## src/hdl/i2cram_pkg.sv

```systemverilog
// ----------------------------------------------------------------------------
// I2C register access master: shared package
// Word types for the tick, result and configuration channels, and the
// command and register index codes used by more than one module.
// ----------------------------------------------------------------------------
package i2cram_pkg;

    localparam logic [2:0] CMD_NONE       = 3'd0;
    localparam logic [2:0] CMD_READ_BYTE  = 3'd1;
    localparam logic [2:0] CMD_READ_WORD  = 3'd2;
    localparam logic [2:0] CMD_WRITE_BYTE = 3'd3;
    localparam logic [2:0] CMD_WRITE_WORD = 3'd4;

    localparam logic CFG_DEVICE_ADDRESS = 1'b0;
    localparam logic CFG_ACK_TIMEOUT    = 1'b1;

    localparam logic [6:0] DEVICE_ADDRESS_RESET = 7'h36;
    localparam logic [7:0] ACK_TIMEOUT_RESET    = 8'd250;

    typedef struct packed {
        logic [2:0]  cmd;
        logic [7:0]  reg_addr;
        logic [15:0] wdata;
        logic        sda_in;
    } tick_word_t;

    typedef struct packed {
        logic        scl_out;
        logic        sda_out;
        logic        busy_res;
        logic        done_res;
        logic [15:0] read_data;
        logic        ack_error;
    } res_word_t;

    typedef struct packed {
        logic [6:0] device_address;
        logic [7:0] ack_timeout;
    } cfg_t;

    // Queue head as seen by the back end: command already reduced to a
    // legal code, unknown codes become none.
    typedef struct packed {
        logic       valid;
        tick_word_t word;
    } queue_head_t;

endpackage

```

## src/hdl/i2cram_front.sv

```systemverilog
// ----------------------------------------------------------------------------
// I2C register access master: front end
// Accepts tick words, maps illegal command codes to none and holds the
// words in a two-entry queue for the bus sequencer.
// ----------------------------------------------------------------------------
module i2cram_front
    import i2cram_pkg::*;
(
    input  logic        clk,
    input  logic        rst_n,
    input  logic        tick_valid,
    output logic        tick_stall,
    input  tick_word_t  tick_word,
    output queue_head_t head,
    input  logic        pop
);

    tick_word_t queue_reg [2];
    logic       wr_ptr_reg;
    logic       wr_ptr_next;
    logic       rd_ptr_reg;
    logic       rd_ptr_next;
    logic [1:0] count_reg;
    logic [1:0] count_next;
    logic       push;
    tick_word_t classified;

    always_comb
    begin
        classified = tick_word;
        case (tick_word.cmd)
            CMD_READ_BYTE, CMD_READ_WORD, CMD_WRITE_BYTE, CMD_WRITE_WORD:
                classified.cmd = tick_word.cmd;
            default:
                classified.cmd = CMD_NONE;
        endcase
    end

    assign tick_stall = (count_reg == 2'd2);
    assign push       = tick_valid && !tick_stall;

    assign head.valid = (count_reg != 2'd0);
    assign head.word  = queue_reg[rd_ptr_reg];

    assign wr_ptr_next = push ? ~wr_ptr_reg : wr_ptr_reg;
    assign rd_ptr_next = pop ? ~rd_ptr_reg : rd_ptr_reg;

    always_comb
    begin
        count_next = count_reg;
        if (push && !pop)
        begin
            count_next = count_reg + 2'd1;
        end
        else if (pop && !push)
        begin
            count_next = count_reg - 2'd1;
        end
    end

    always_ff @(posedge clk or negedge rst_n)
    begin
        if (!rst_n)
        begin
            wr_ptr_reg <= 1'b0;
            rd_ptr_reg <= 1'b0;
            count_reg  <= 2'd0;
        end
        else
        begin
            wr_ptr_reg <= wr_ptr_next;
            rd_ptr_reg <= rd_ptr_next;
            count_reg  <= count_next;
        end
    end

    always_ff @(posedge clk)
    begin
        if (push)
        begin
            queue_reg[wr_ptr_reg] <= classified;
        end
    end

    a_count_bound: assert property (@(posedge clk) disable iff (!rst_n)
        count_reg != 2'd3)
        else $error("queue count out of range");

    a_no_pop_empty: assert property (@(posedge clk) disable iff (!rst_n)
        pop |-> count_reg != 2'd0)
        else $error("pop from empty queue");

    a_legal_head: assert property (@(posedge clk) disable iff (!rst_n)
        head.valid |-> head.word.cmd <= CMD_WRITE_WORD)
        else $error("illegal command code reached the queue head");

endmodule

```

## src/hdl/i2cram_back.sv

```systemverilog
// ----------------------------------------------------------------------------
// I2C register access master: bus sequencer
// Takes one tick word a cycle from the queue unless the result stalls, drives
// its SCL/SDA phase, advances the transfer state, registers the result word.
// ----------------------------------------------------------------------------
module i2cram_back
    import i2cram_pkg::*;
(
    input  logic        clk,
    input  logic        rst_n,
    input  cfg_t        cfg,
    input  queue_head_t head,
    output logic        pop,
    output logic        res_valid,
    input  logic        res_stall,
    output res_word_t   res_word
);

    typedef enum logic [4:0] {
        PH_IDLE, PH_START_HI, PH_START_LO, PH_TX_LO, PH_TX_HI,
        PH_ACK_LO, PH_ACK_HI, PH_ACK_END, PH_RS_LO, PH_RS_HI,
        PH_RS_FALL, PH_RS_END, PH_RX_LO, PH_RX_HI, PH_MACK_LO,
        PH_MACK_HI, PH_STOP_LO, PH_STOP_HI, PH_STOP_END
    } phase_t;

    phase_t      phase_reg;
    logic [3:0]  bit_count_reg;
    logic [7:0]  shift_reg;
    logic [2:0]  byte_index_reg;
    logic [7:0]  wait_count_reg;
    logic [2:0]  held_cmd_reg;
    logic [7:0]  held_reg_addr_reg;
    logic [15:0] held_wdata_reg;
    logic [15:0] read_buffer_reg;
    logic        error_reg;
    logic        res_valid_reg;
    res_word_t   res_word_reg;
    res_word_t   res_next;
    logic        is_read;
    logic        master_acks;
    logic        last_bit;
    logic [7:0]  rx_byte;
    tick_word_t  w;

    assign w           = head.word;
    assign pop         = head.valid && (!res_valid_reg || !res_stall);
    assign is_read     = (held_cmd_reg == CMD_READ_BYTE) || (held_cmd_reg == CMD_READ_WORD);
    assign master_acks = (held_cmd_reg == CMD_READ_WORD) && (byte_index_reg == 3'd3);
    assign last_bit    = (bit_count_reg >= 4'd7);
    assign rx_byte     = {shift_reg[6:0], w.sda_in};

    always_comb
    begin
        res_next.scl_out   = 1'b1;
        res_next.sda_out   = 1'b1;
        res_next.busy_res  = (phase_reg != PH_IDLE);
        res_next.done_res  = 1'b0;
        res_next.read_data = read_buffer_reg;
        res_next.ack_error = error_reg;
        unique case (phase_reg)
            PH_START_HI: res_next.sda_out = 1'b0;
            PH_START_LO:
            begin
                res_next.scl_out = 1'b0;
                res_next.sda_out = 1'b0;
            end
            PH_TX_LO:
            begin
                res_next.scl_out = 1'b0;
                res_next.sda_out = shift_reg[7];
            end
            PH_TX_HI: res_next.sda_out = shift_reg[7];
            PH_ACK_LO, PH_ACK_END, PH_RS_LO, PH_RX_LO: res_next.scl_out = 1'b0;
            PH_RS_FALL: res_next.sda_out = 1'b0;
            PH_RS_END, PH_STOP_LO:
            begin
                res_next.scl_out = 1'b0;
                res_next.sda_out = 1'b0;
            end
            PH_MACK_LO:
            begin
                res_next.scl_out = 1'b0;
                res_next.sda_out = !master_acks;
            end
            PH_MACK_HI: res_next.sda_out = !master_acks;
            PH_STOP_HI: res_next.sda_out = 1'b0;
            PH_STOP_END: res_next.done_res = 1'b1;
            default: res_next.scl_out = 1'b1;
        endcase
    end

    always_ff @(posedge clk or negedge rst_n)
    begin
        if (!rst_n)
        begin
            phase_reg         <= PH_IDLE;
            bit_count_reg     <= 4'd0;
            shift_reg         <= 8'd0;
            byte_index_reg    <= 3'd0;
            wait_count_reg    <= 8'd0;
            held_cmd_reg      <= CMD_NONE;
            held_reg_addr_reg <= 8'd0;
            held_wdata_reg    <= 16'd0;
            read_buffer_reg   <= 16'd0;
            error_reg         <= 1'b0;
            res_valid_reg     <= 1'b0;
            res_word_reg      <= '0;
        end
        else
        begin
            if (pop)
            begin
                res_valid_reg <= 1'b1;
                res_word_reg  <= res_next;
            end
            else if (!res_stall)
            begin
                res_valid_reg <= 1'b0;
            end

            if (pop)
            begin
                unique case (phase_reg)
                    PH_IDLE:
                    begin
                        if (w.cmd != CMD_NONE)
                        begin
                            held_cmd_reg      <= w.cmd;
                            held_reg_addr_reg <= w.reg_addr;
                            held_wdata_reg    <= w.wdata;
                            error_reg         <= 1'b0;
                            if (w.cmd == CMD_READ_BYTE || w.cmd == CMD_READ_WORD)
                            begin
                                read_buffer_reg <= 16'd0;
                            end
                            phase_reg <= PH_START_HI;
                        end
                    end
                    PH_START_HI: phase_reg <= PH_START_LO;
                    PH_START_LO:
                    begin
                        shift_reg      <= {cfg.device_address, 1'b0};
                        bit_count_reg  <= 4'd0;
                        byte_index_reg <= 3'd0;
                        phase_reg      <= PH_TX_LO;
                    end
                    PH_TX_LO: phase_reg <= PH_TX_HI;
                    PH_TX_HI:
                    begin
                        shift_reg     <= {shift_reg[6:0], 1'b0};
                        bit_count_reg <= bit_count_reg + 4'd1;
                        phase_reg     <= last_bit ? PH_ACK_LO : PH_TX_LO;
                    end
                    PH_ACK_LO:
                    begin
                        wait_count_reg <= 8'd0;
                        phase_reg      <= PH_ACK_HI;
                    end
                    PH_ACK_HI:
                    begin
                        if (!w.sda_in)
                        begin
                            phase_reg <= PH_ACK_END;
                        end
                        else if (wait_count_reg >= cfg.ack_timeout)
                        begin
                            error_reg <= 1'b1;
                            phase_reg <= PH_STOP_LO;
                        end
                        else
                        begin
                            wait_count_reg <= wait_count_reg + 8'd1;
                        end
                    end
                    PH_ACK_END:
                    begin
                        if (byte_index_reg == 3'd0)
                        begin
                            shift_reg      <= held_reg_addr_reg;
                            bit_count_reg  <= 4'd0;
                            byte_index_reg <= 3'd1;
                            phase_reg      <= PH_TX_LO;
                        end
                        else if (byte_index_reg == 3'd1)
                        begin
                            if (is_read)
                            begin
                                phase_reg <= PH_RS_LO;
                            end
                            else
                            begin
                                shift_reg <= (held_cmd_reg == CMD_WRITE_WORD) ?
                                             held_wdata_reg[15:8] : held_wdata_reg[7:0];
                                bit_count_reg  <= 4'd0;
                                byte_index_reg <= 3'd2;
                                phase_reg      <= PH_TX_LO;
                            end
                        end
                        else if (byte_index_reg == 3'd2)
                        begin
                            if (is_read)
                            begin
                                bit_count_reg  <= 4'd0;
                                shift_reg      <= 8'd0;
                                byte_index_reg <= 3'd3;
                                phase_reg      <= PH_RX_LO;
                            end
                            else if (held_cmd_reg == CMD_WRITE_WORD)
                            begin
                                shift_reg      <= held_wdata_reg[7:0];
                                bit_count_reg  <= 4'd0;
                                byte_index_reg <= 3'd3;
                                phase_reg      <= PH_TX_LO;
                            end
                            else
                            begin
                                phase_reg <= PH_STOP_LO;
                            end
                        end
                        else
                        begin
                            phase_reg <= PH_STOP_LO;
                        end
                    end
                    PH_RS_LO:   phase_reg <= PH_RS_HI;
                    PH_RS_HI:   phase_reg <= PH_RS_FALL;
                    PH_RS_FALL: phase_reg <= PH_RS_END;
                    PH_RS_END:
                    begin
                        shift_reg      <= {cfg.device_address, 1'b1};
                        bit_count_reg  <= 4'd0;
                        byte_index_reg <= 3'd2;
                        phase_reg      <= PH_TX_LO;
                    end
                    PH_RX_LO: phase_reg <= PH_RX_HI;
                    PH_RX_HI:
                    begin
                        shift_reg     <= rx_byte;
                        bit_count_reg <= bit_count_reg + 4'd1;
                        if (last_bit)
                        begin
                            if (master_acks)
                            begin
                                read_buffer_reg <= {rx_byte, 8'd0};
                            end
                            else
                            begin
                                read_buffer_reg <= {read_buffer_reg[15:8], rx_byte};
                            end
                            phase_reg <= PH_MACK_LO;
                        end
                        else
                        begin
                            phase_reg <= PH_RX_LO;
                        end
                    end
                    PH_MACK_LO: phase_reg <= PH_MACK_HI;
                    PH_MACK_HI:
                    begin
                        if (master_acks)
                        begin
                            bit_count_reg  <= 4'd0;
                            shift_reg      <= 8'd0;
                            byte_index_reg <= 3'd4;
                            phase_reg      <= PH_RX_LO;
                        end
                        else
                        begin
                            phase_reg <= PH_STOP_LO;
                        end
                    end
                    PH_STOP_LO: phase_reg <= PH_STOP_HI;
                    PH_STOP_HI: phase_reg <= PH_STOP_END;
                    default:
                    begin
                        phase_reg      <= PH_IDLE;
                        bit_count_reg  <= 4'd0;
                        byte_index_reg <= 3'd0;
                        wait_count_reg <= 8'd0;
                    end
                endcase
            end
        end
    end

    assign res_valid = res_valid_reg;
    assign res_word  = res_word_reg;

    a_done_follows_stop: assert property (@(posedge clk) disable iff (!rst_n)
        pop && phase_reg == PH_STOP_END |=> res_valid && res_word.done_res)
        else $error("stop completion not reported");

    a_error_from_ack: assert property (@(posedge clk) disable iff (!rst_n)
        $rose(error_reg) |-> $past(phase_reg == PH_ACK_HI))
        else $error("error flag set outside acknowledge wait");

    a_bit_count_bound: assert property (@(posedge clk) disable iff (!rst_n)
        bit_count_reg <= 4'd8)
        else $error("bit count out of range");

endmodule

```

## src/hdl/i2c_register_access_master.sv

```systemverilog
// ----------------------------------------------------------------------------
// I2C register access master: top level
// Bit-banged I2C master for device register reads and writes, one bus
// phase per tick word, with a small queue between intake and sequencer.
//
//   Channel  Handshake             Word
//   tick     tick_valid/stall      tick_word_t: cmd, reg_addr, wdata, sda_in
//   res      res_valid/stall       res_word_t: scl, sda, busy, done, data, error
//   cfg      cfg_valid/ready       cfg_index (0 address, 1 timeout), cfg_data
//
// One tick word is taken and one result word produced per cycle while res is not stalled.
// A taken tick word is written into the two-entry queue; once it is at the head
// and no result stall holds the sequencer, its result word is registered.
// Reset is ready at once; there is no clearing pass.
// A stalled result holds the sequencer; the queue then holds up to two words.
// ----------------------------------------------------------------------------
module i2c_register_access_master
    import i2cram_pkg::*;
(
    input  logic       clk,
    input  logic       rst_n,
    input  logic       tick_valid,
    output logic       tick_stall,
    input  tick_word_t tick_word,
    output logic       res_valid,
    input  logic       res_stall,
    output res_word_t  res_word,
    input  logic       cfg_valid,
    output logic       cfg_ready,
    input  logic       cfg_index,
    input  logic [7:0] cfg_data
);

    cfg_t        cfg_reg;
    queue_head_t head;
    logic        pop;

    assign cfg_ready = 1'b1;

    always_ff @(posedge clk or negedge rst_n)
    begin
        if (!rst_n)
        begin
            cfg_reg.device_address <= DEVICE_ADDRESS_RESET;
            cfg_reg.ack_timeout    <= ACK_TIMEOUT_RESET;
        end
        else if (cfg_valid && cfg_ready)
        begin
            unique case (cfg_index)
                CFG_DEVICE_ADDRESS: cfg_reg.device_address <= cfg_data[6:0];
                CFG_ACK_TIMEOUT:    cfg_reg.ack_timeout    <= cfg_data;
                default:            cfg_reg <= cfg_reg;
            endcase
        end
    end

    i2cram_front u_front (
        .clk        (clk),
        .rst_n      (rst_n),
        .tick_valid (tick_valid),
        .tick_stall (tick_stall),
        .tick_word  (tick_word),
        .head       (head),
        .pop        (pop)
    );

    i2cram_back u_back (
        .clk       (clk),
        .rst_n     (rst_n),
        .cfg       (cfg_reg),
        .head      (head),
        .pop       (pop),
        .res_valid (res_valid),
        .res_stall (res_stall),
        .res_word  (res_word)
    );

endmodule

```

## config.mk

```make
export PLATFORM = sky130hd
export DESIGN_NAME = i2c_register_access_master
export DESIGN_NICKNAME = d
export VERILOG_FILES = /design/src/hdl/i2cram_pkg.sv /design/src/hdl/i2cram_front.sv /design/src/hdl/i2cram_back.sv /design/src/hdl/i2c_register_access_master.sv
export SDC_FILE = /design/constraint.sdc
export NUM_CORES = 1
export LEC_CHECK = 0
export BUFFER_PORTS_ARGS = -buffer_cell sky130_fd_sc_hd__buf_4
export CAP_MARGIN = 40
export CORE_AREA = 2 2 123 125
export CTS_BUF_LIST = sky130_fd_sc_hd__clkbuf_16
export DETAILED_ROUTE_END_ITERATION = 8
export DIE_AREA = 0 0 125 127
export GPL_TIMING_DRIVEN = 1
export PLACE_DENSITY = 0.73
export SLEW_MARGIN = 30
export SYNTH_ARGS = -nofsm -noshare
export SYNTH_HDL_FRONTEND = slang
export SYNTH_SLANG_ARGS = --single-unit
```

## constraint.sdc

```tcl
create_clock -name clk -period 5.2 [get_ports clk]
set_clock_uncertainty 0.2 [all_clocks]
set_input_delay 0.26 -clock clk [delete_from_list [all_inputs] [get_ports clk]]
set_output_delay 0.26 -clock clk [all_outputs]
set_load 0.02 [all_outputs]
```

; ---- After elaboration in Yosys (flattened, before gate mapping)
; Memories as Yosys holds them, arrays and structs flattened.
; Index checks and enable logic that the tools add are counted.
[totals]
register_bits = 113
mem_count = 1
word_cells = 184
ramBits = 56
[memory_table]
columns = memory, depth, word_bits, rd, rd_clocked_by_memory_dff, wr, line_no
row1 = u_front.queue_reg, 2, 28, 1, 0, 1, i2cram_front.sv:18  ; tick_word_t queue_reg [2];
[classes]
muxes = 60
add_sub_neg = 4
n_bitwise = 6
n_lt_le_gt_ge = 2
n_eq_ne = 44
reduce_logical = 44
[ops]
columns = cell, n
row1 = 5-bit one-hot mux with 17 select lines, 1
row2 = 8-bit 2-to-1 mux, 10
row3 = 16-bit 2-to-1 mux, 4
row4 = 8-bit one-hot mux with 6 select lines, 1
row5 = 5-bit 2-to-1 mux, 9
row6 = "5-bit by 4-bit == test with 1-bit output, second input constant", 8
row7 = 4-bit 2-to-1 mux, 8
row8 = 16-bit one-hot mux with 2 select lines, 1
row9 = 3-bit 2-to-1 mux, 9
row10 = 6-bit AND reduction, 4
row11 = "5-bit by 3-bit == test with 1-bit output, second input constant", 4
row12 = "3-bit by 2-bit == test with 1-bit output, second input constant", 6
row13 = "2-bit by 1-bit inequality test with 1-bit output, second input constant", 8
row14 = 4-bit one-hot mux with 4 select lines, 1
row15 = 8-bit one-hot mux with 2 select lines, 1
row16 = 16-bit OR reduction, 1
row17 = "5-bit == test, second input constant", 3
row18 = 14-bit OR reduction, 1
row19 = "3-bit by 1-bit == test with 1-bit output, second input constant", 4
row20 = 3-bit one-hot mux with 4 select lines, 1
row21 = 12-bit OR reduction, 1
row22 = "5-bit by 2-bit == test with 1-bit output, second input constant", 2
row23 = 5-bit AND reduction, 2
row24 = 1-bit 2-to-1 mux, 9
row25 = other kinds (34), 61

; ---- Depth between registers and ports, before layout
[logic_depth]
ltp_word = 7
mapped_depth = 9
mapped_depth_nobuf = 8

; ---- Cells and area by module
; From an unflattened synthesis, not the netlist that was laid out.
[unflattened]
hier_cells = 712
hier_area_um2 = 8070.2
[by_module_without_submodules]
columns = module, cells_per_inst, seq_area_each_um2, instances, area_per_inst_um2
row1 = i2cram_back, 568, 2352.3, 1, 5158.7
row2 = i2cram_front, 109, 1781.7, 1, 2285.9
row3 = i2c_register_access_master, 35, 387.9, 1, 625.6

; ---- Worst setup path after synthesis
; OpenSTA, ideal clock, no wires.
[synth_timing]
path_kind = register to register
startpoint = register cfg_reg[1] in the netlist's numbering
endpoint = register u_back.wait_count_reg[4]
arrival_time_ps = 2198
setup_slack_ps = 2681
t_required_ps = 4880
path_stages_with_launch = 10
setup_ps = 120
path_cell_list = dfstp_2 > inv_1 > ha_1 > or4_1 > a21oi_1 > o31a_1 > clkbuf_1 > a21oi_1 > o21a_1 > a31o_2
[synth_between]
elab_chain_len = 3
[synth_lines]
columns = element, line_no
row1 = start: declaration, i2c_register_access_master.sv:34  ; cfg_t cfg_reg;
row2 = start signal: assignment, i2c_register_access_master.sv:52  ; default: cfg_reg <= cfg_reg;
row3 = 8-bit greater-or-equal comparator, i2cram_back.sv:165  ; else if (wait_count_reg >= cfg.ack_timeout)
row4 = 2-bit inequality test (no source line), n/a
row5 = 4-bit AND reduction (no source line), n/a
row6 = end signal: assignment, i2cram_back.sv:172  ; wait_count_reg <= wait_count_reg + 8'd1;
row7 = end: declaration, i2cram_back.sv:30  ; logic [7:0] wait_count_reg;
; Every way passes these cells.
; A chain may end at the register's enable or synchronous reset.

; ---- Worst setup path after layout
[layout_timing]
startpoint = register u_back.phase_reg[0]
endpoint = register u_back.byte_index_reg[2]
[layout_between]
elab_chain_len = 4
word_cells_on_any_way = 25
classes_between = eq/ne (20) / mux (1) / bitwise (1) / reduce/logical (3)
[layout_lines]
columns = element, line_no
row1 = start: declaration, i2cram_back.sv:26  ; phase_t phase_reg;
row2 = start signal: assignment, i2cram_back.sv:152  ; phase_reg <= last_bit ? PH_ACK_LO : PH_TX_LO;
row3 = "5-bit by 1-bit == test with 1-bit output, or another cell as far along", i2cram_back.sv:123  ; unique case (phase_reg)
row4 = 14-bit OR reduction (no source line), n/a
row5 = 1-bit inverter (no source line), n/a
row6 = 6-bit AND reduction (no source line), n/a
row7 = end signal: assignment, i2cram_back.sv:99  ; byte_index_reg <= 3'd0;
row8 = end signal: assignment, i2cram_back.sv:144  ; byte_index_reg <= 3'd0;
row9 = end signal: assignment, i2cram_back.sv:181  ; byte_index_reg <= 3'd1;
row10 = end: declaration, i2cram_back.sv:29  ; logic [2:0] byte_index_reg;
; Parallel ways exist; a longest one is shown, timed or not.

==> flow_summary.yaml <==
status:
  status: "completed"
synthesis:
  synth_seq_area_share_pct: 57.8
  syn-num-nets: 772
  synthCells: 719
  async_reset_ff_share_pct: 66.9
  synthAdderAreaFrac_pct: 1.76
  synth_xor_xnor_area_share_pct: 1.23
  ys_ff_latch: 169
  synth-main-ff-cell: "dfrtp_1"
  synth_compound_area_share_pct: 12.7
  synthMuxAreaShare_pct: 7.49
  synthSimpleGateAreaFrac_pct: 15.5
  syn_area_per_cell_um2: 10.9
  synth_area_um2: 7820
  synth_top_family_by_area: "simple AND/OR/NAND/NOR gates"
  synth_edf_count: 56
  yosys_warnings: 0
  synth_cell_types: 67
power_and_ir_drop:
  vdd_drop_max_v: 0.000275
  p_leak_nw: 4.18
  power.density_nw_per_um2: 496
drt:
  drc: 0
  dr.pass1.iters: 5
  drt_iter0_markers: 390
  drt-total-wl_um: 18000
  routedWlPerCell_um: 17.9
  ant_nets: 0
  vias: 5734
  vias_per_cell: 5.70
critical_path:
  arrival_ps: 3290
  crit_required_ps: 5310
  rrSetupSlack_ps: 2020
  cp_max_fo: 23
  reg2reg_from: "u_back.phase_reg[0]$_DFFE_PN0P_"
  cp-start-kind: "flop"
  endpoint_kind: "flop"
  critPathLaunch: "u_back.phase_reg[0]$_DFFE_PN0P_"
  endpoint: "u_back.byte_index_reg[2]$_DFFE_PN0P_"
  rr_worst_depth: 6
  rr_endpoint: "u_back.byte_index_reg[2]$_DFFE_PN0P_"
  crit_type: "flop to flop"
floorplanning:
  initial_core_util_pct: 54.2
  core_area_um2: 14400
  die_h_um: 127
  die_w_um: 125
  num_rows: 44
  io_pins: 66
  dieArea_um2: 15900
sta:
  period_share_pct: 61.2
  rsz0062_at_grt: "no"
  tns_ps: 0
  fmax_mhz: 314
  worstMarginPinSlew_ps: 789
  setup_violations: 0
  post-route-worst-setup-slack_ps: 2020
  hold_viol: 0
  drv_slew: 0
  fin_crit_ps: 3180
  holdWs_ps: 30.5
  slew_headroom_pct: 47.4
place:
  dp_hpwl_um: 12000
  placed_area_um2: 8400
  io_buffers: 64
  gp_congestion: 0.857
  pre_cts_slack_ps: 2040
grt:
  grt_overflow: 0
  grt_usage_pct: 23.7
  grt_first_pass_wirelength_um: 29800
  antenna_found_initial: 0
  grt_pass1_vias: 5752
  grt_max_degree: 58
clock_network:
  cts_buffers: 17
  cts_tree: "done"
  cts_max_level: 4
  clock_latency_ps: 430
  cts_sinks: 169
  cts_buffer_depth: 2
  post_cts_buffers: 0
  path_clk_slew_ps: 60
  root_buffer: "clkbuf_16"
final_layout:
  drive_above_1_share_pct: 17.0
  largest_reg_flops: 56
  utilization_pct: 64.9
  area_growth_pct: 19.7
  nets: 862
  final_area_um2: 9370
  multi_input_area_um2: 3030
  fill_cells: 1119
  seq_area_um2: 4520
  antenna-diode-count: 0
worst_hold_path:
  hp-class: "primary input to flop"
  min_delay_path_depth: 2
job:
  maxCapViolCount: 0
## cells in the final DEF, fill, tap and decap left out, types with 5 or more instances in the layout
cell type and instances:
a21o_1 6, a21oi_1 29, a222oi_1 8, a22o_1 9
a31oi_1 5, and3_1 6, buf_4 70, clkbuf_16 17
clkinv_1 5, dfrtp_1 103, dfstp_2 10, dlygate4sd3_1 39
edfxtp_1 56, ha_1 11, inv_1 25, mux2_2 20
mux2i_1 36, nand2_1 122, nand2b_1 8, nand3_1 20
nand4_1 7, nor2_1 29, nor2b_1 12, nor3_1 7
o21a_1 5, o21ai_0 63, o31ai_1 10, or3_1 13
xnor2_1 7
## synthesized netlist by cell type, types with 5 or more instances
cell type    n  area share, %
nand2_1    122            5.9
dfrtp_1    103             33
o21ai_0     63            4.0
edfxtp_1    56             21
mux2i_1     36            4.6
nor2_1      30            1.4
a21oi_1     29            1.9
clkbuf_1    24            1.2
inv_1       24            1.2
mux2_2      20            2.9
nand3_1     20            1.3
or3_1       13            1.0
nor2b_1     12           0.96
ha_1        11            1.8
dfstp_2     10            3.4
o31ai_1     10           0.96
a22o_1       9            1.0
a222oi_1     8            1.0
buf_2        8           0.51
nand2b_1     8           0.64
nand4_1      7           0.56
nor3_1       7           0.45
xnor2_1      7           0.78
a21o_1       6           0.58
and3_1       6           0.48
a31oi_1      5           0.40
o21a_1       5           0.48
## cell families (layout without fill, tap and decap cells)
kind of cell | count (synthesis) | in the layout
other cells | 1 | 1
mux | 56 | 56
compound gates | 158 | 158
xor+xnor | 11 | 11
flops | 169 | 169
fa+ha+maj | 11 | 11
buf+inv | 65 | 168
simple gates | 248 | 248
## power breakdown
group          total [mW]  leakage [nW]  switching (mW)  internal, mW
combinational        1.44          1.94           0.879         0.557
sequential           1.99          1.96           0.279          1.72
clock                1.21         0.268           0.514         0.697
## how the worst min path moves through the flow
stage,startpoint,endpoint,slack [ps]
after CTS,tick_word[26],u_front.queue_reg[1][26]$_DFFE_PP_,5
after global routing,tick_word[26],u_front.queue_reg[1][26]$_DFFE_PP_,50
after detailed placement,rst_n,u_back.res_word[0]$_DFFE_PN0P_,170
after global placement,rst_n,u_back.res_word[0]$_DFFE_PN0P_,160
final,tick_word[26],u_front.queue_reg[0][26]$_DFFE_PP_,30
after floorplan,rst_n,cfg_reg[0]$_DFFE_PN0P_,-240
## metrics by stage
step | total power [mW] | cells
global route | 4.92 | 1006
global placement | 3.36 | 933
detailed placement | 3.41 | 933
finish | 4.64 | 1006
floorplan | 2.97 | 719
CTS | 4.64 | 1004
## what timing repair did
action	CTS	global route
setup endpoints to repair	0	0
hold endpoints to repair	119	0
gates resized for setup	0	0
hold buffers	39	0
## layout make-up
cell class	count	area share [%]
Multi-Input combinational cell	485	32.4
Sequential cell	169	48.3
Clock inverter	15	1.42
Inverter	25	1.00
Clock buffer	17	4.54
Timing Repair Buffer	111	9.95
Tap cell	184	2.46
## worst max-delay path, cell delays in order, from the launching register on
cell,delay (ps)
dfrtp_1,770
nor2b_1,480
nand3_1,400
or4b_4,620
nand3_1,170
nor2_1,120
mux2_2,300
## layer usage
layer  GRT usage, %  wire [µm]  share of wire (%)  up-vias
met3           4.15        785                4.4       25
met5              0          0                  0        -
met1           31.5       7980                 44     2789
met2           39.9       8940                 50      160
li1               -          -                  -     2760
met4           7.78        293                1.6        0
Power figures use the tool's default switching activity.
